File: src/design/ccpp_pkg.sv
// Package: shared types and codes of the constant pool parser.
`default_nettype none
package ccpp_pkg;

   // parse phase
   typedef enum logic [1:0] {
      PH_TAG     = 2'd0,
      PH_FIELD   = 2'd1,
      PH_REFKIND = 2'd2,
      PH_TEXT    = 2'd3
   } phase_type;

   // result kinds
   localparam logic [1:0] KIND_ENTRY = 2'd0;
   localparam logic [1:0] KIND_TEXT  = 2'd1;
   localparam logic [1:0] KIND_ERROR = 2'd2;

   // constant pool tags
   localparam logic [7:0] TAG_UTF8        = 8'd1;
   localparam logic [7:0] TAG_INTEGER     = 8'd3;
   localparam logic [7:0] TAG_FLOAT       = 8'd4;
   localparam logic [7:0] TAG_LONG        = 8'd5;
   localparam logic [7:0] TAG_DOUBLE      = 8'd6;
   localparam logic [7:0] TAG_CLASS       = 8'd7;
   localparam logic [7:0] TAG_STRING      = 8'd8;
   localparam logic [7:0] TAG_FIELDREF    = 8'd9;
   localparam logic [7:0] TAG_METHODREF   = 8'd10;
   localparam logic [7:0] TAG_IFMETHODREF = 8'd11;
   localparam logic [7:0] TAG_NAMETYPE    = 8'd12;
   localparam logic [7:0] TAG_METHODHDL   = 8'd15;
   localparam logic [7:0] TAG_METHODTYPE  = 8'd16;
   localparam logic [7:0] TAG_INVOKEDYN   = 8'd18;

   // result payload
   typedef struct packed {
      logic [7:0]  text_byte;
      logic [7:0]  ref_kind;
      logic [15:0] index_second;
      logic [15:0] index_first;
      logic [63:0] value;
      logic [7:0]  tag;
      logic [15:0] entry_index;
   } rsp_data_type;

endpackage
`default_nettype wire

File: src/design/class_constant_pool_parser_top.sv
// Top level: streaming parser of the constant pool of a Java class file.
`default_nettype none
// Takes the constant pool region one byte per transaction on req_ and gives at
// most one result transaction per byte on rsp_. Throughput is one byte per
// clock while results are taken: a byte is captured in an input register,
// decoded against the parse state by combinational logic, and its result
// lands in an output register. While a result waits for rsp_tready the input
// register holds one more byte and req_tready then drops, also for bytes that
// give no result. Entries are numbered from
// 1 to pool_count-1; long and double take two slots. req_tuser marks the first
// byte of a pool and restarts the parse at any point. Once the last entry
// closes (rsp_tuser pool_done), or while the slot number is not below
// pool_count, bytes are swallowed without a result until the next restart.
// pool_count is written on the csr_ channel, which is always ready; write it
// while the block is idle.
module class_constant_pool_parser_top
   import ccpp_pkg::*;
(
   input  wire logic         clock,
   input  wire logic         reset,
   // configuration
   input  wire logic         csr_valid,
   output logic              csr_ready,
   input  wire logic [15:0]  csr_data,      // pool_count
   // byte stream in
   input  wire logic         req_tvalid,
   output logic              req_tready,
   input  wire logic [7:0]   req_tdata,     // byte_value
   input  wire logic [0:0]   req_tuser,     // first_byte
   // results out
   output logic              rsp_tvalid,
   input  wire logic         rsp_tready,
   output logic [135:0]      rsp_tdata,     // entry_index, tag, value, index_first,
                                            // index_second, ref_kind, text_byte
   output logic [2:0]        rsp_tuser,     // kind[1:0], pool_done
   output logic              rsp_tlast      // entry_end
);

   // configuration register
   logic [15:0] pool_count_ff;

   // input register
   logic        in_valid_ff;
   logic [7:0]  in_byte_ff;
   logic        in_first_ff;

   // parse state
   phase_type   phase_ff, phase_in;
   logic [7:0]  tag_ff, tag_in;
   logic [15:0] left_ff, left_in;
   logic [63:0] acc_ff, acc_in;
   logic [15:0] held_index_ff, held_index_in;
   logic [7:0]  held_kind_ff, held_kind_in;
   logic [15:0] slot_ff, slot_in;
   logic        done_ff, done_in;

   // output register
   logic         out_valid_ff;
   rsp_data_type out_data_ff, out_data_in;
   logic [1:0]   out_kind_ff, out_kind_in;
   logic         out_end_ff, out_end_in;
   logic         out_done_ff, out_done_in;
   logic         emit;

   // decode stage moves when the output slot is free or being drained
   logic advance;
   assign advance    = in_valid_ff && (!out_valid_ff || rsp_tready);
   assign req_tready = !in_valid_ff || advance;
   assign csr_ready  = 1'b1;

   always_ff @(posedge clock) begin
      if (reset) begin
         pool_count_ff <= '0;
      end else if (csr_valid) begin
         pool_count_ff <= csr_data;
      end
   end

   always_ff @(posedge clock) begin
      if (reset) begin
         in_valid_ff <= 1'b0;
      end else if (req_tready) begin
         in_valid_ff <= req_tvalid;
      end
   end

   always_ff @(posedge clock) begin
      if (req_tready && req_tvalid) begin
         in_byte_ff  <= req_tdata;
         in_first_ff <= req_tuser[0];
      end
   end

   // byte decode against the parse state
   always_comb begin
      logic [16:0] next_slot;
      logic [15:0] lo;
      logic [15:0] hi;
      logic        fin;
      logic        two_slots;

      // restart comes first
      if (in_first_ff) begin
         phase_in      = PH_TAG;
         tag_in        = '0;
         left_in       = '0;
         acc_in        = '0;
         held_index_in = '0;
         held_kind_in  = '0;
         slot_in       = 16'd1;
         done_in       = 1'b0;
      end else begin
         phase_in      = phase_ff;
         tag_in        = tag_ff;
         left_in       = left_ff;
         acc_in        = acc_ff;
         held_index_in = held_index_ff;
         held_kind_in  = held_kind_ff;
         slot_in       = slot_ff;
         done_in       = done_ff;
      end

      emit        = 1'b0;
      fin         = 1'b0;
      out_kind_in = KIND_ENTRY;
      out_data_in = '0;
      lo          = '0;
      hi          = '0;

      if (!done_in && (slot_in < pool_count_ff)) begin
         case (phase_in)
            PH_TAG: begin
               tag_in        = in_byte_ff;
               acc_in        = '0;
               held_kind_in  = '0;
               held_index_in = '0;
               case (in_byte_ff)
                  TAG_UTF8, TAG_CLASS, TAG_STRING, TAG_METHODTYPE: begin
                     left_in  = 16'd2;
                     phase_in = PH_FIELD;
                  end
                  TAG_INTEGER, TAG_FLOAT, TAG_FIELDREF, TAG_METHODREF,
                  TAG_IFMETHODREF, TAG_NAMETYPE, TAG_INVOKEDYN: begin
                     left_in  = 16'd4;
                     phase_in = PH_FIELD;
                  end
                  TAG_LONG, TAG_DOUBLE: begin
                     left_in  = 16'd8;
                     phase_in = PH_FIELD;
                  end
                  TAG_METHODHDL: begin
                     phase_in = PH_REFKIND;
                  end
                  default: begin
                     emit        = 1'b1;
                     fin         = 1'b1;
                     out_kind_in = KIND_ERROR;
                  end
               endcase
            end
            PH_REFKIND: begin
               held_kind_in = in_byte_ff;
               left_in      = 16'd2;
               phase_in     = PH_FIELD;
            end
            PH_FIELD: begin
               acc_in = {acc_in[55:0], in_byte_ff};
               if (left_in != '0) left_in = left_in - 16'd1;
               if (left_in == '0) begin
                  lo   = acc_in[15:0];
                  hi   = acc_in[31:16];
                  emit = 1'b1;
                  fin  = 1'b1;
                  case (tag_in)
                     TAG_UTF8: begin
                        held_index_in = lo;
                        if (lo != '0) begin
                           fin                 = 1'b0;
                           phase_in            = PH_TEXT;
                           left_in             = lo;
                           out_data_in.value   = {48'd0, lo};
                        end
                     end
                     TAG_INTEGER, TAG_FLOAT: begin
                        out_data_in.value = {32'd0, acc_in[31:0]};
                     end
                     TAG_LONG, TAG_DOUBLE: begin
                        out_data_in.value = acc_in;
                     end
                     TAG_CLASS, TAG_STRING, TAG_METHODTYPE: begin
                        out_data_in.index_first = lo;
                     end
                     TAG_METHODHDL: begin
                        out_data_in.index_first = lo;
                        out_data_in.ref_kind    = held_kind_in;
                     end
                     default: begin
                        out_data_in.index_first  = hi;
                        out_data_in.index_second = lo;
                     end
                  endcase
               end
            end
            PH_TEXT: begin
               if (left_in != '0) left_in = left_in - 16'd1;
               emit                  = 1'b1;
               out_kind_in           = KIND_TEXT;
               out_data_in.value     = {48'd0, held_index_in};
               out_data_in.text_byte = in_byte_ff;
               fin                   = (left_in == '0);
            end
            default: begin
               phase_in = PH_TAG;
            end
         endcase
      end

      out_data_in.entry_index = slot_in;
      out_data_in.tag         = tag_in;
      out_end_in              = fin;
      out_done_in             = 1'b0;

      // closing an entry moves the slot number on
      two_slots = (out_kind_in == KIND_ENTRY) &&
                  ((tag_in == TAG_LONG) || (tag_in == TAG_DOUBLE));
      next_slot = {1'b0, slot_in} + (two_slots ? 17'd2 : 17'd1);
      if (fin) begin
         if (next_slot >= {1'b0, pool_count_ff}) begin
            done_in     = 1'b1;
            out_done_in = 1'b1;
         end
         slot_in  = next_slot[15:0];
         phase_in = PH_TAG;
         left_in  = '0;
      end
   end

   always_ff @(posedge clock) begin
      if (reset) begin
         phase_ff      <= PH_TAG;
         tag_ff        <= '0;
         left_ff       <= '0;
         acc_ff        <= '0;
         held_index_ff <= '0;
         held_kind_ff  <= '0;
         slot_ff       <= 16'd1;
         done_ff       <= 1'b0;
      end else if (advance) begin
         phase_ff      <= phase_in;
         tag_ff        <= tag_in;
         left_ff       <= left_in;
         acc_ff        <= acc_in;
         held_index_ff <= held_index_in;
         held_kind_ff  <= held_kind_in;
         slot_ff       <= slot_in;
         done_ff       <= done_in;
      end
   end

   // result register: loaded only when its previous transaction is gone
   always_ff @(posedge clock) begin
      if (reset) begin
         out_valid_ff <= 1'b0;
      end else if (advance) begin
         out_valid_ff <= emit;
      end else if (rsp_tready) begin
         out_valid_ff <= 1'b0;
      end
   end

   always_ff @(posedge clock) begin
      if (advance && emit) begin
         out_data_ff <= out_data_in;
         out_kind_ff <= out_kind_in;
         out_end_ff  <= out_end_in;
         out_done_ff <= out_done_in;
      end
   end

   assign rsp_tvalid = out_valid_ff;
   assign rsp_tdata  = out_data_ff;
   assign rsp_tuser  = {out_done_ff, out_kind_ff};
   assign rsp_tlast  = out_end_ff;

endmodule
`default_nettype wire

File: config.mk
export PLATFORM = sky130hd
export DESIGN_NAME = class_constant_pool_parser_top
export DESIGN_NICKNAME = d
export VERILOG_FILES = /design/src/design/ccpp_pkg.sv /design/src/design/class_constant_pool_parser_top.sv
export SDC_FILE = /design/constraint.sdc
export NUM_CORES = 1
export LEC_CHECK = 0
export BUFFER_PORTS_ARGS = -buffer_cell sky130_fd_sc_hd__buf_2
export CAP_MARGIN = 10
export CORE_MARGIN = 4
export CORE_UTILIZATION = 53
export CTS_CLUSTER_SIZE = 30
export DETAILED_ROUTE_END_ITERATION = 6
export PLACE_DENSITY_LB_ADDON = 0.08
export SKIP_CTS_REPAIR_TIMING = 1
export SYNTH_ARGS = -nofsm -noshare
export SYNTH_HDL_FRONTEND = slang
export SYNTH_SLANG_ARGS = --single-unit
File: constraint.sdc
create_clock -name clock -period 12.6 [get_ports clock]
set_input_delay 1.26 -clock clock [delete_from_list [all_inputs] [get_ports clock]]
set_output_delay 1.26 -clock clock [all_outputs]
set_load 0.01 [all_outputs]
Word level (Yosys, flattened, before mapping)
Index checks and enable logic that the tools add are counted.
Widths: inputs -> output; s select.
{"block": "word_totals", "output_inout_bits": 143, "regBits": 298}
{"block": "op_classes", "add_sub_neg": 2, "n_lt_le_gt_ge": 2, "n_mux": 61, "n_bitwise": 3, "reduce_logical": 31, "eq_ne": 28}
{"operator": "$mux 16", "n": 18}
{"operator": "$pmux 64 s2", "n": 2}
{"operator": "$mux 64", "n": 3}
{"operator": "$pmux 64 s3", "n": 1}
{"operator": "$eq 8x3->1 const B", "n": 10}
{"operator": "$eq 8x4->1 const B", "n": 8}
{"operator": "$pmux 16 s2", "n": 2}
{"operator": "$pmux 16 s4", "n": 1}
{"operator": "$pmux 16 s3", "n": 1}
{"operator": "$mux 8", "n": 5}
{"operator": "$logic_not 16->1", "n": 2}
{"operator": "$reduce_bool 16->1", "n": 2}
{"operator": "$eq 8x5->1 const B", "n": 3}
{"operator": "$mux 2", "n": 9}
{"operator": "$add 16x2->17", "n": 1}
{"operator": "$ge 17x16->1", "n": 1}
{"operator": "$eq 8x1->1 const B", "n": 2}
{"operator": "$eq 8x2->1 const B", "n": 2}
{"operator": "$lt 16x16->1", "n": 1}
{"operator": "$pmux 8 s2", "n": 1}
{"operator": "$sub 16x1->16 const B", "n": 1}
{"operator": "$reduce_or 14->1", "n": 1}
{"operator": "$mux 1", "n": 13}
{"operator": "$reduce_or 13->1", "n": 1}
{"operator": "19 further kinds", "n": 36}

Longest topological paths before layout
Gate-level depths: netlist (run 1).
{"block": "logic_depth", "word_depth": 12, "ltp_mapped": 34, "depth_no_buf": 27}

Worst setup path after synthesis (run 1)
No wires, ideal clock.
{"block": "synth_timing", "path_type": "reg2reg", "from": "register in_first_ff", "to": "register out_done_ff, enable pin", "path_stages_with_launch": 16, "arrival_time_ns": 11.039, "period_less_slack_ns": 11.764, "required_time_ns": 11.875, "setup_slack_ns": 0.836, "cell_sequence": "edfxtp_1 > buf_2 > inv_1 > clkbuf_1 > buf_1 > nand2_1 > ha_1 > clkbuf_1 > nor3b_1 > nand4_1 > a32oi_1 > o31ai_1 > or4_1 > clkbuf_1 > or3_1 > a31oi_1"}
{"block": "synth_between", "elab_chain_len": 10, "elab_cells_between_ends": 20}
{"item": "from (decl)", "line": "class_constant_pool_parser_top.sv:45", "source": "logic in_first_ff;"}
{"item": "from (signal assigned)", "line": "class_constant_pool_parser_top.sv:90", "source": "in_first_ff <= req_tuser[0];"}
{"item": "$mux 16", "line": "class_constant_pool_parser_top.sv:103", "source": "if (in_first_ff) begin"}
{"item": "$sub 16x1->16 or $reduce_bool 16->1 (tied branches)", "line": "class_constant_pool_parser_top.sv:168", "source": "if (left_in != '0) left_in = left_in - 16'd1;"}
{"item": "$mux 16", "line": "class_constant_pool_parser_top.sv:168"}
{"item": "$mux 16", "line": "class_constant_pool_parser_top.sv:131", "source": "case (phase_in)"}
{"item": "$mux 16", "line": "class_constant_pool_parser_top.sv:130", "source": "if (!done_in && (slot_in < pool_count_ff)) begin"}
{"item": "$logic_not 16->1", "line": "class_constant_pool_parser_top.sv:169", "source": "if (left_in == '0) begin"}
{"item": "$mux 1", "line": "class_constant_pool_parser_top.sv:169"}
{"item": "$pmux 1 s3", "line": "class_constant_pool_parser_top.sv:131"}
{"item": "$mux 1 *", "line": "class_constant_pool_parser_top.sv:130"}
{"item": "$logic_and 1x1->1 *", "line": "class_constant_pool_parser_top.sv:272", "source": "if (advance && emit) begin"}
{"item": "to (signal assigned)", "line": "class_constant_pool_parser_top.sv:276", "source": "out_done_ff <= out_done_in;"}
{"item": "to (decl)", "line": "class_constant_pool_parser_top.sv:62", "source": "logic out_done_ff, out_done_in;"}
Every way passes the cells marked *; elsewhere a longest branch is shown, timed or not. The select of a mux whose other input is x is not followed.
A chain may end at the register's enable or synchronous reset.

==> insert_results.sql, run 1 <==
INSERT INTO impl_metrics (metric_group, metric, value, unit) VALUES
('floorplan', 'row_count', '58', ''),
('yosys', 'syn_area', '13680', 'µm²'),
('global_route', 'largest_net_degree_at_the_start_of_global_routing', '74', ''),
('clocking', 'clkTransAtPathRegs', '0.06', 'ns'),
('route', 'antenna_left', '0', ''),
('pwr', 'p_leak', '6.028', 'nW'),
('clocking', 'htree_levels', '1', ''),
('worst_hold_path', 'timing.hold.worst.class', 'flip-flop to flip-flop', ''),
('outcome', 'outcome', 'finished, final reports clean', ''),
('finish', 'fin_area', '15740', 'µm²'),
('global_route', 'total_global_route_track_usage', '25.02', '%'),
('yosys', 'synth_fp_nets', '1407', ''),
('timing', 'setup-violations-final', '0', ''),
('critical_path', 'arrival_time_at_the_worst_endpoint', '7.83', 'ns'),
('route', 'route.detailed.vias_per_inst', '6.078', ''),
('yosys', 'ys_warn_count', '0', ''),
('yosys', 'synth_cell_types', '78', ''),
('pwr', 'power.density', '133.1', 'nW/µm²'),
('timing', 'timing.final.ws_setup', '5.069', 'ns'),
('place', 'gp_congestion', '0.9127', ''),
('critical_path', 'criticalPathCategory', 'flip-flop to flip-flop', ''),
('critical_path', 'setup.worst_path.start_class', 'flip-flop', ''),
('critical_path', 'worst_reg2reg_setup_slack', '5.07', 'ns'),
('route', 'via_count', '11040', ''),
('timing', 'worst_slew_pin_slew', '1.206', 'ns'),
('floorplan', 'floorplan.io_pins', '173', ''),
('critical_path', 'critPathRequiredTime', '12.90', 'ns'),
('yosys', 'postSynth.asyncResetShare', '0', '%'),
('yosys', 'syn_avg_cell_area', '10.22', 'µm²'),
('timing', 'ratio_of_final_minimum_period_to_clock_period', '59.77', '%'),
('timing', 'rsz0062_at_grt', 'false', ''),
('critical_path', 'cpMaxStageDelayCell', 'sky130_fd_sc_hd__a2111oi_2', ''),
('timing', 'finalCriticalPeriod', '7.531', 'ns'),
('critical_path', 'crit_end', 'out_done_ff', ''),
('yosys', 'synth.ff_latch_count', '290', ''),
('route', 'final_routed_drc_violation_total', '0', ''),
('critical_path', 'r2r_cells', '27', ''),
('place', 'io_buffer_count', '171', ''),
('global_route', 'number_of_global_route_vias_before_repair', '10300', ''),
('place', 'dpl_cell_area', '14730', 'µm²'),
('clocking', 'clk-insertion-delay-late', '0.55', 'ns'),
('finish', 'num_antenna_cells', '0', ''),
('finish', 'post_route_cells_drive_above_1_share', '18.03', '%'),
('critical_path', 'r2r_end', 'out_done_ff', ''),
('critical_path', 'regToRegStartpoint', 'in_first_ff', ''),
('timing', 'fin_worst_skew', '0.01085', 'ns'),
('route', 'wl', '36430', 'µm'),
('job', 'max-cap-violations', '0', ''),
('pwr', 'ir_drop', '0.00009931', 'V'),
('clocking', 'clkSinkCount', '290', ''),
('critical_path', 'end_kind', 'flip-flop', ''),
('timing', 'fin_setup_tns', '0', 'ns'),
('floorplan', 'dieHeight', '168.6', 'µm'),
('timing', 'hold_viol_final', '0', ''),
('floorplan', 'die_w', '168.6', 'µm'),
('finish', 'most-common-layout-cells', '178 x sky130_fd_sc_hd__nor2_1, 171 x sky130_fd_sc_hd__buf_2, 149 x sky130_fd_sc_hd__edfxtp_1', ''),
('critical_path', 'crit_start', 'in_first_ff', ''),
('finish', 'mostFrequentLayoutCell', 'sky130_fd_sc_hd__nor2_1', ''),
('timing', 'timing.fmax', '132.8', 'MHz'),
('yosys', 'synth-edff-count', '149', ''),
('yosys', 'synth_ff_type', 'sky130_fd_sc_hd__edfxtp_1', ''),
('route', 'drtIter0Drc', '1136', ''),
('place', 'pre_cts_worst_setup_slack', '5.034', 'ns'),
('floorplan', 'die_area', '28440', 'µm²'),
('finish', 'syn2layout_area_growth', '15.09', '%'),
('timing', 'timing_max_transition_violations_final', '0', ''),
('yosys', 'synth.yosys.seq_area_share', '53.35', '%'),
('clocking', 'numCtsBuffers', '30', ''),
('global_route', 'antenna_found_initial', '0', ''),
('critical_path', 'slowest_delay', '0.66', 'ns'),
('route', 'wl_per_cell', '20.06', 'µm');
stage by stage:
stage	power, W	util [%]	instances	hold slack, ns
6_report	0.002095	62.33	1816	0.4637
5_1_grt	0.002164	62.33	1816	0.4804
4_1_cts	0.002108	62.31	1815	0.4677
3_5_place_dp	0.001222	58.31	1759	0.4481
3_3_place_gp	0.001220	58.31	1759	0.4340
2_1_floorplan	0.001169	-	1338	0.4171
metal layers:
metal  global-route usage (%)  wire, µm
met1                    37.02     16320
met2                    39.80     16660
met3                    3.153      2841
met4                    5.469       608
met5                        0         0
worst min path at each step:
stage,start,endpoint,cells after the start
final,phase_ff[1],phase_ff[1],2
after global routing,held_index_ff[10],held_index_ff[10],1
after CTS,held_index_ff[2],held_index_ff[2],1
after detailed placement,phase_ff[1],phase_ff[1],2
after global placement,phase_ff[1],phase_ff[1],2
after floorplan,phase_ff[1],phase_ff[1],2
synth_stat cells, types with 4 or more instances:
master,number,area [µm²]
sky130_fd_sc_hd__nor2_1,178,668.1
sky130_fd_sc_hd__edfxtp_1,149,4474
sky130_fd_sc_hd__dfxtp_1,141,2823
sky130_fd_sc_hd__and2_1,77,481.7
sky130_fd_sc_hd__nand2_1,75,281.5
sky130_fd_sc_hd__clkbuf_1,74,277.8
sky130_fd_sc_hd__a22oi_1,72,540.5
sky130_fd_sc_hd__a21oi_1,45,225.2
sky130_fd_sc_hd__ha_1,38,475.5
sky130_fd_sc_hd__inv_1,37,138.9
sky130_fd_sc_hd__a32oi_1,33,289.0
sky130_fd_sc_hd__nor2b_1,31,193.9
sky130_fd_sc_hd__o21ai_0,29,145.1
sky130_fd_sc_hd__nor3_1,27,135.1
sky130_fd_sc_hd__nand3_1,21,105.1
sky130_fd_sc_hd__mux2i_1,19,190.2
sky130_fd_sc_hd__a31oi_1,17,106.4
sky130_fd_sc_hd__and3_1,16,100.1
sky130_fd_sc_hd__nand4_1,16,100.1
sky130_fd_sc_hd__o2bb2ai_1,13,113.9
sky130_fd_sc_hd__o31ai_1,13,97.59
sky130_fd_sc_hd__or3_1,13,81.33
sky130_fd_sc_hd__a22o_1,12,105.1
sky130_fd_sc_hd__or4_1,12,90.09
sky130_fd_sc_hd__xor2_1,12,105.1
sky130_fd_sc_hd__a211oi_1,11,82.58
sky130_fd_sc_hd__buf_1,11,41.29
sky130_fd_sc_hd__buf_2,9,45.04
sky130_fd_sc_hd__xnor2_1,9,78.83
sky130_fd_sc_hd__nor3b_1,8,60.06
sky130_fd_sc_hd__nor4_1,8,50.05
sky130_fd_sc_hd__o21a_1,8,60.06
sky130_fd_sc_hd__a21o_1,7,52.55
sky130_fd_sc_hd__o41ai_1,7,61.31
sky130_fd_sc_hd__a41oi_1,6,52.55
sky130_fd_sc_hd__a32o_1,5,50.05
sky130_fd_sc_hd__nand2b_1,5,31.28
sky130_fd_sc_hd__or2_2,5,31.28
sky130_fd_sc_hd__o211ai_1,4,30.03
sky130_fd_sc_hd__o32ai_1,4,35.03
kinds of logic (layout without fill, tap and decap cells):
group | count (synthesis) | count (layout) | share of synthesized area, %
compound gates | 313 | 313 | 16.70
xor+xnor | 21 | 21 | 1.345
fa+ha+maj | 39 | 39 | 3.623
buf+inv | 138 | 286 | 4.016
flops | 290 | 290 | 53.35
mux | 22 | 22 | 1.638
other cells | 1 | 1 | 0.02742
simple gates | 514 | 514 | 19.30
flip-flops by register name, indices dropped and copies added, names as in the netlist, 8 cells and up:
register	cells
pool_count_ff	16
rsp_tdata	136
slot_ff	16
held_kind_ff	8
tag_ff	8
left_ff	16
held_index_ff	16
acc_ff	56
in_byte_ff	8
worst max-delay path, delay by kind of cell, from the launching register on:
| family | cells | cell delay [ns] |
|---|---|---|
| AO/OA/AOI/OAI | 5 | 1.42 |
| buffers and inverters | 5 | 1.55 |
| multiplexers | 1 | 0.38 |
| adder cells (fa/ha/maj) | 3 | 1.09 |
| flip-flops | 1 | 0.32 |
| AND/OR/NAND/NOR | 13 | 2.49 |
final cells by class:
| cell class | count | area, µm² |
|---|---|---|
| sequential | 290 | 7297 |
| tap | 330 | 412.9 |
| fill | 2111 | 9514 |
| inverter | 39 | 146.4 |
| clock inverter | 14 | 162.7 |
| timing repair buffer | 191 | 1006 |
| clock buffer | 42 | 845.8 |
| multi-input combinational | 910 | 5869 |
power by group:
part           total (W)  internal, W  switching [W]
logic           0.000158    0.0000503       0.000107
registers        0.00105      0.00103      0.0000208
clock network   0.000892     0.000530       0.000362
(Power assumes the default switching activity.)
==> run 2: changes to the inputs <==
==> constraint.sdc (replaced) <==
create_clock -name clock -period 6.1 [get_ports clock]
set_input_delay 0.61 -clock clock [delete_from_list [all_inputs] [get_ports clock]]
set_output_delay 0.61 -clock clock [all_outputs]
set_load 0.01 [all_outputs]
==> run 2 against run 1 <==
  * The flow now finishes with violations (design-rule violations)
  * Clock power rose by 110%
  * Design area rose by 5.3%
  * Via count rose by 4.0%
  * Critical path type unchanged
==> insert_results.sql, run 2 (synthesis results as in run 1) <==
INSERT INTO impl_metrics (metric_group, metric, value, unit) VALUES
('outcome', 'outcome', 'finished with violations', ''),
('outcome', 'violations', 'design-rule violations', ''),
('pwr', 'power.density', '267.2', 'nW/µm²'),
('clocking', 'cts.path.max_buffers', '3', ''),
('place', 'pre_cts_worst_setup_slack', '-0.09640', 'ns'),
('finish', 'number_of_flip_flops_in_the_largest_register', '136', ''),
('place', 'io_buffer_count', '171', ''),
('timing', 'setup-violations-final', '0', ''),
('critical_path', 'critPathBufInv', '5', ''),
('critical_path', 'end_kind', 'flip-flop', ''),
('global_route', 'grt.met1_usage', '37.90', '%'),
('worst_hold_path', 'hold-path-cell-count', '1', ''),
('global_route', 'grt_remaining_overflow', '0', ''),
('place', 'place.detailed.hpwl', '25390', 'µm'),
('timing', 'hold_viol_final', '0', ''),
('finish', 'num-nets-final', '1596', ''),
('pwr', 'p_switching', '0.001081', 'W'),
('global_route', 'total_global_route_track_usage', '25.74', '%'),
('critical_path', 'r2r_cells', '28', ''),
('timing', 'timing.fmax', '164.3', 'MHz'),
('clocking', 'numCtsBuffers', '30', ''),
('global_route', 'number_of_global_route_vias_before_repair', '10720', ''),
('timing', 'timing.final.ws_setup', '0.01340', 'ns'),
('timing', 'finalCriticalPeriod', '6.087', 'ns'),
('route', 'drtIter0Drc', '1038', ''),
('timing', 'rsz0062_at_grt', 'true', ''),
('floorplan', 'core-area', '25250', 'µm²'),
('pwr', 'p_int', '0.003348', 'W'),
('route', 'wl_per_cell', '20.35', 'µm'),
('clocking', 'clkTransAtPathRegs', '0.06', 'ns'),
('finish', 'fin_area', '16570', 'µm²'),
('global_route', 'grt_first_pass_wirelength', '59650', 'µm'),
('critical_path', 'critical_path_depth', '28', ''),
('pwr', 'p_leak', '6.447', 'nW'),
('critical_path', 'slowest_delay', '0.40', 'ns'),
('route', 'via_count', '11480', ''),
('critical_path', 'critPathMostFrequentCell', 'sky130_fd_sc_hd__buf_6', ''),
('finish', 'most-common-layout-cells', '176 x sky130_fd_sc_hd__nor2_1, 170 x sky130_fd_sc_hd__buf_2, 149 x sky130_fd_sc_hd__edfxtp_1', ''),
('floorplan', 'die_area', '28440', 'µm²'),
('global_route', 'grt_util_met2', '39.43', '%'),
('place', 'gp_congestion', '0.9665', ''),
('finish', 'syn2layout_area_growth', '21.17', '%'),
('critical_path', 'cpMaxStageDelayCell', 'sky130_fd_sc_hd__or3_4', ''),
('floorplan', 'dieHeight', '168.6', 'µm'),
('floorplan', 'floorplan.io_pins', '173', ''),
('floorplan', 'initial_utilization', '54.16', '%'),
('clocking', 'clkSinkCount', '290', ''),
('clocking', 'clk-insertion-delay-late', '0.58', 'ns'),
('finish', 'num_antenna_cells', '0', ''),
('clocking', 'htree_levels', '1', ''),
('global_route', 'grt_busiest_layer', 'met2', ''),
('route', 'first_pass_iteration_count_of_the_detailed_router', '7', ''),
('job', 'max-cap-violations', '0', ''),
('global_route', 'antenna_found_initial', '0', ''),
('pwr', 'post-layout-total-power', '0.004429', 'W'),
('route', 'final_routed_drc_violation_total', '2', ''),
('timing', 'ratio_of_final_minimum_period_to_clock_period', '99.78', '%'),
('timing', 'fin_worst_skew', '0.02619', 'ns'),
('critical_path', 'arrival_time_at_the_worst_endpoint', '6.40', 'ns'),
('route', 'wl', '38270', 'µm'),
('timing', 'timing.slew.headroom', '23.14', '%'),
('critical_path', 'maximum_fanout_encountered_on_the_critical_timing_path', '7', ''),
('pwr', 'power.share.combinational', '9.1', '%'),
('critical_path', 'path_delay_family', 'simple AND/OR/NAND/NOR gates', ''),
('finish', 'mostFrequentLayoutCell', 'sky130_fd_sc_hd__nor2_1', ''),
('finish', 'filler_cell_count', '2048', ''),
('pwr', 'power_frac_seq', '48.4', '%'),
('timing', 'worst_slew_pin_slew', '1.153', 'ns'),
('timing', 'timing_max_transition_violations_final', '0', ''),
('pwr', 'power.share.clock', '42.5', '%'),
('route', 'route.detailed.vias_per_inst', '6.103', ''),
('finish', 'post_route_cells_drive_above_1_share', '23.79', '%'),
('worst_hold_path', 'timing.hold.worst.class', 'input pin to flip-flop', ''),
('critical_path', 'critPathRequiredTime', '6.41', 'ns'),
('critical_path', 'setup.worst_path.start_class', 'flip-flop', ''),
('timing', 'timing.hold.ws', '0.2228', 'ns'),
('floorplan', 'die_w', '168.6', 'µm'),
('pwr', 'ir_drop', '0.0002068', 'V'),
('clocking', 'cts_root_buffer', 'sky130_fd_sc_hd__clkbuf_16', ''),
('place', 'dpl_cell_area', '15180', 'µm²'),
('global_route', 'met3_usage', '3.783', '%'),
('floorplan', 'row_count', '58', ''),
('route', 'antenna_left', '0', ''),
('critical_path', 'criticalPathCategory', 'flip-flop to flip-flop', ''),
('global_route', 'largest_net_degree_at_the_start_of_global_routing', '75', ''),
('clocking', 'cts_tree', 'built', ''),
('pwr', 'p_sw_share', '24.40', '%');
## run 2: worst paths after layout
check | start | to | slack [ns]
setup reg to reg | in_first_ff | out_done_ff | 0.01
hold reg to reg | phase_ff[1] | phase_ff[1] | 0.47
hold / removal | req_tdata[4] | in_byte_ff[4] | 0.22
setup / recovery | in_first_ff | out_done_ff | 0.01
## run 2: through the flow
| stage | std cells | util [%] | TNS, ns |
|---|---|---|---|
| floorplan | 1338 | - | 0 |
| global placement | 1803 | 60.11 | 0 |
| detailed placement | 1803 | 60.11 | -0.1262 |
| CTS | 1859 | 64.17 | -0.2011 |
| global route | 1881 | 65.62 | -0.3206 |
| finish | 1881 | 65.62 | 0 |
## run 2: area by class of cell
| type | instances | area (µm²) | share of cell area [%] |
|---|---|---|---|
| clock buffers | 32 | 768.2 | 4.636 |
| clock inverters | 24 | 257.7 | 1.555 |
| inverters | 39 | 146.4 | 0.8834 |
| multi-input cells | 910 | 6107 | 36.85 |
| flip-flops and latches | 290 | 7297 | 44.03 |
| well taps | 330 | 412.9 | 2.492 |
| repair buffers | 256 | 1583 | 9.551 |
## run 2: power groups by stage
stage	Clock (W)	Sequential (W)	Combinational, W
floorplan	0	0.00221	0.000200
global placement	0	0.00219	0.000360
detailed placement	0	0.00219	0.000364
CTS	0.00192	0.00215	0.000366
global route	0.00201	0.00215	0.000432
finish	0.00188	0.00214	0.000401
## run 2: per-layer routing
layer | vias up | share of wire (%) | wire length, µm
met2 | 563 | 45 | 17170
met3 | 94 | 8.4 | 3225
li1 | 5339 | - | -
met5 | - | 0 | 0
met1 | 5484 | 44 | 16770
met4 | 0 | 2.9 | 1096
==> run 3: changes to the inputs <==
--- a/config.mk
+++ b/config.mk
@@ -5,12 +5,12 @@
 export SDC_FILE = /design/constraint.sdc
 export NUM_CORES = 1
 export LEC_CHECK = 0
-export BUFFER_PORTS_ARGS = -buffer_cell sky130_fd_sc_hd__buf_2
 export CAP_MARGIN = 10
 export CORE_MARGIN = 4
-export CORE_UTILIZATION = 53
+export CORE_UTILIZATION = 58
 export CTS_CLUSTER_SIZE = 30
 export DETAILED_ROUTE_END_ITERATION = 6
+export DONT_BUFFER_PORTS = 1
 export PLACE_DENSITY_LB_ADDON = 0.08
 export SKIP_CTS_REPAIR_TIMING = 1
 export SYNTH_ARGS = -nofsm -noshare
==> run 3 against run 2 <==
  * Global-route usage rose by 1.6 points
  * Cell count shrank 11%
  * Die area down 8.2%
  * Flip-flop and latch count unchanged
  * Register-to-register slack better by 0.11 ns
  * Largest power group unchanged
  * Critical path type unchanged
  * Routed wire length down 3.6%
  * Count of clock-buffer cells in the layout grew 10
  * Highest routed layer unchanged
  * The flow now finishes without violations
  * Setup slack better by 0.11 ns
  * Combinational power fell by 29%
  * Largest cell class unchanged
==> insert_results.sql, run 3 (synthesis results as in run 1) <==
INSERT INTO impl_metrics (metric_group, metric, value, unit) VALUES
('finish', 'num_antenna_cells', '0', ''),
('route', 'via_count', '10650', ''),
('critical_path', 'setup.worst_path.start_class', 'flip-flop', ''),
('timing', 'fin_worst_skew', '0.01167', 'ns'),
('place', 'io_buffer_count', '0', ''),
('global_route', 'antenna_found_initial', '0', ''),
('critical_path', 'r2r_end', 'out_done_ff', ''),
('finish', 'instances_no_fill', '1676', ''),
('place', 'dpl.cell_count', '1608', ''),
('critical_path', 'worst_reg2reg_setup_slack', '0.12', 'ns'),
('worst_hold_path', 'timing.hold.worst.start', 'reset', ''),
('floorplan', 'initial_utilization', '59.68', '%'),
('timing', 'timing.slew.headroom', '19.34', '%'),
('pwr', 'power_frac_seq', '49.6', '%'),
('global_route', 'number_of_global_route_vias_before_repair', '9996', ''),
('timing', 'worst_slew_pin_slew', '1.210', 'ns'),
('worst_hold_path', 'timing.hold.worst.class', 'input pin to flip-flop', ''),
('floorplan', 'floorplan.io_pins', '173', ''),
('job', 'max-cap-violations', '0', ''),
('route', 'drtIter0Drc', '979', ''),
('pwr', 'p_leak', '5.629', 'nW'),
('route', 'wl', '36900', 'µm'),
('outcome', 'outcome', 'finished, final reports clean', ''),
('route', 'final_routed_drc_violation_total', '0', ''),
('timing', 'setup-violations-final', '0', ''),
('global_route', 'grt.met1_usage', '39.60', '%'),
('route', 'first_pass_iteration_count_of_the_detailed_router', '7', ''),
('finish', 'most-common-layout-cells', '176 x sky130_fd_sc_hd__nor2_1, 149 x sky130_fd_sc_hd__edfxtp_1, 141 x sky130_fd_sc_hd__dfxtp_1', ''),
('route', 'wl_per_cell', '22.02', 'µm'),
('clocking', 'numCtsBuffers', '30', ''),
('pwr', 'power.share.combinational', '6.5', '%'),
('place', 'pre_cts_worst_setup_slack', '0.07702', 'ns'),
('pwr', 'p_switching', '0.001015', 'W'),
('global_route', 'largest_net_degree_at_the_start_of_global_routing', '110', ''),
('timing', 'ratio_of_final_minimum_period_to_clock_period', '97.96', '%'),
('global_route', 'met3_usage', '6.226', '%'),
('critical_path', 'slowest_delay', '0.48', 'ns'),
('critical_path', 'r2r_cells', '28', ''),
('critical_path', 'maximum_fanout_encountered_on_the_critical_timing_path', '9', ''),
('finish', 'number_of_flip_flops_in_the_largest_register', '136', ''),
('critical_path', 'critPathRequiredTime', '6.40', 'ns'),
('finish', 'mostFrequentLayoutCell', 'sky130_fd_sc_hd__nor2_1', ''),
('pwr', 'power.density', '284.5', 'nW/µm²'),
('floorplan', 'core-area', '22920', 'µm²'),
('global_route', 'grt_busiest_layer', 'met2', ''),
('floorplan', 'dieHeight', '161.6', 'µm'),
('finish', 'post-route-util', '67.35', '%'),
('critical_path', 'criticalPathCategory', 'flip-flop to flip-flop', ''),
('timing', 'timing.final.ws_setup', '0.1247', 'ns'),
('floorplan', 'die_area', '26100', 'µm²'),
('pwr', 'p_int', '0.003377', 'W'),
('timing', 'hold_viol_final', '0', ''),
('floorplan', 'die_w', '161.6', 'µm'),
('critical_path', 'arrival_time_at_the_worst_endpoint', '6.28', 'ns'),
('global_route', 'total_global_route_track_usage', '27.32', '%'),
('critical_path', 'cpMaxStageDelayCell', 'sky130_fd_sc_hd__a2111oi_4', ''),
('place', 'gp_congestion', '0.9346', ''),
('finish', 'post_route_cells_drive_above_1_share', '12.55', '%'),
('pwr', 'ir_drop', '0.0002049', 'V'),
('critical_path', 'end_kind', 'flip-flop', ''),
('finish', 'num-nets-final', '1408', ''),
('clocking', 'cts_root_buffer', 'sky130_fd_sc_hd__clkbuf_16', ''),
('worst_hold_path', 'hold-path-endpoint', 'tag_ff[5]', ''),
('clocking', 'cts.path.max_buffers', '3', ''),
('global_route', 'grt_util_met2', '42.03', '%'),
('clocking', 'clk-insertion-delay-late', '0.56', 'ns'),
('pwr', 'power.share.clock', '43.9', '%'),
('clocking', 'htree_levels', '1', ''),
('global_route', 'grt_first_pass_wirelength', '57790', 'µm'),
('pwr', 'post-layout-total-power', '0.004391', 'W'),
('global_route', 'grt_remaining_overflow', '0', ''),
('worst_hold_path', 'hold-path-cell-count', '1', ''),
('timing', 'finalCriticalPeriod', '5.975', 'ns'),
('clocking', 'cts_tree', 'built', ''),
('pwr', 'p_sw_share', '23.10', '%'),
('critical_path', 'regToRegStartpoint', 'in_first_ff', ''),
('timing', 'timing.fmax', '167.4', 'MHz'),
('finish', 'syn2layout_area_growth', '12.85', '%'),
('route', 'route.detailed.vias_per_inst', '6.353', ''),
('route', 'antenna_left', '0', ''),
('clocking', 'clkSinkCount', '290', ''),
('timing', 'timing_max_transition_violations_final', '0', ''),
('floorplan', 'row_count', '55', ''),
('place', 'place.detailed.hpwl', '24810', 'µm'),
('clocking', 'clkTransAtPathRegs', '0.06', 'ns');
run 3: cell count changes in the layout (fill, tap and decap cells not counted), moves of 4 or more:
cell / before / now
sky130_fd_sc_hd__clkbuf_1: 1 / 6
sky130_fd_sc_hd__buf_4: 76 / 63
sky130_fd_sc_hd__buf_2: 170 / 1
sky130_fd_sc_hd__clkbuf_8: 1 / 5
sky130_fd_sc_hd__clkinv_2: 11 / 4
run 3: area by class of cell:
| type | instances | area, µm² |
|---|---|---|
| fillers | 1855 | 7481 |
| flip-flops and latches | 290 | 7297 |
| multi-input cells | 910 | 6003 |
| clock buffers | 42 | 867.1 |
| repair buffers | 68 | 535.5 |
| well taps | 313 | 391.6 |
| clock inverters | 14 | 193.9 |
| inverters | 39 | 146.4 |
run 3: worst max-delay path by stage:
stage / start / endpoint / slack, ns / depth (start not counted)
after floorplan: in_first_ff / out_done_ff / 0.002 / 15
after global placement: in_first_ff / out_done_ff / 0.17 / 25
after detailed placement: in_first_ff / out_done_ff / 0.08 / 26
after CTS: in_first_ff / out_done_ff / -0.02 / 26
after global routing: in_first_ff / out_done_ff / -0.14 / 28
final: in_first_ff / out_done_ff / 0.12 / 28
run 3: power groups by stage:
stage,Clock (W),Sequential (W),Combinational [W]
final,0.00193,0.00218,0.000286
after global routing,0.00205,0.00218,0.000309
after CTS,0.00195,0.00218,0.000267
after detailed placement,0,0.00222,0.000266
after global placement,0,0.00222,0.000263
after floorplan,0,0.00221,0.000200
run 3: metrics by stage:
stage,cell area [µm²],hold slack [ns],setup TNS (ns)
after floorplan,13830,0.4171,0
after global placement,14210,0.4292,0
after detailed placement,14210,0.4313,0
after CTS,15270,0.1156,-0.02187
after global routing,15430,0.1082,-0.2035
final,15430,0.1344,0
run 3: worst max-delay path: cells and delay by family, from the launching register on:
kind / cells / cell delay, ns
AND/OR/NAND/NOR: 13 / 1.66
AO/OA/AOI/OAI: 7 / 1.65
adder cells (fa/ha/maj): 4 / 1.16
buffers and inverters: 3 / 0.49
flip-flops: 1 / 0.39
multiplexers: 1 / 0.35
run 3: routing by layer:
metal | share of wire (%) | vias up
met5 | 0 | -
met4 | 1.8 | 0
met3 | 8.9 | 64
met2 | 45 | 526
met1 | 44 | 5114
li1 | - | 4943
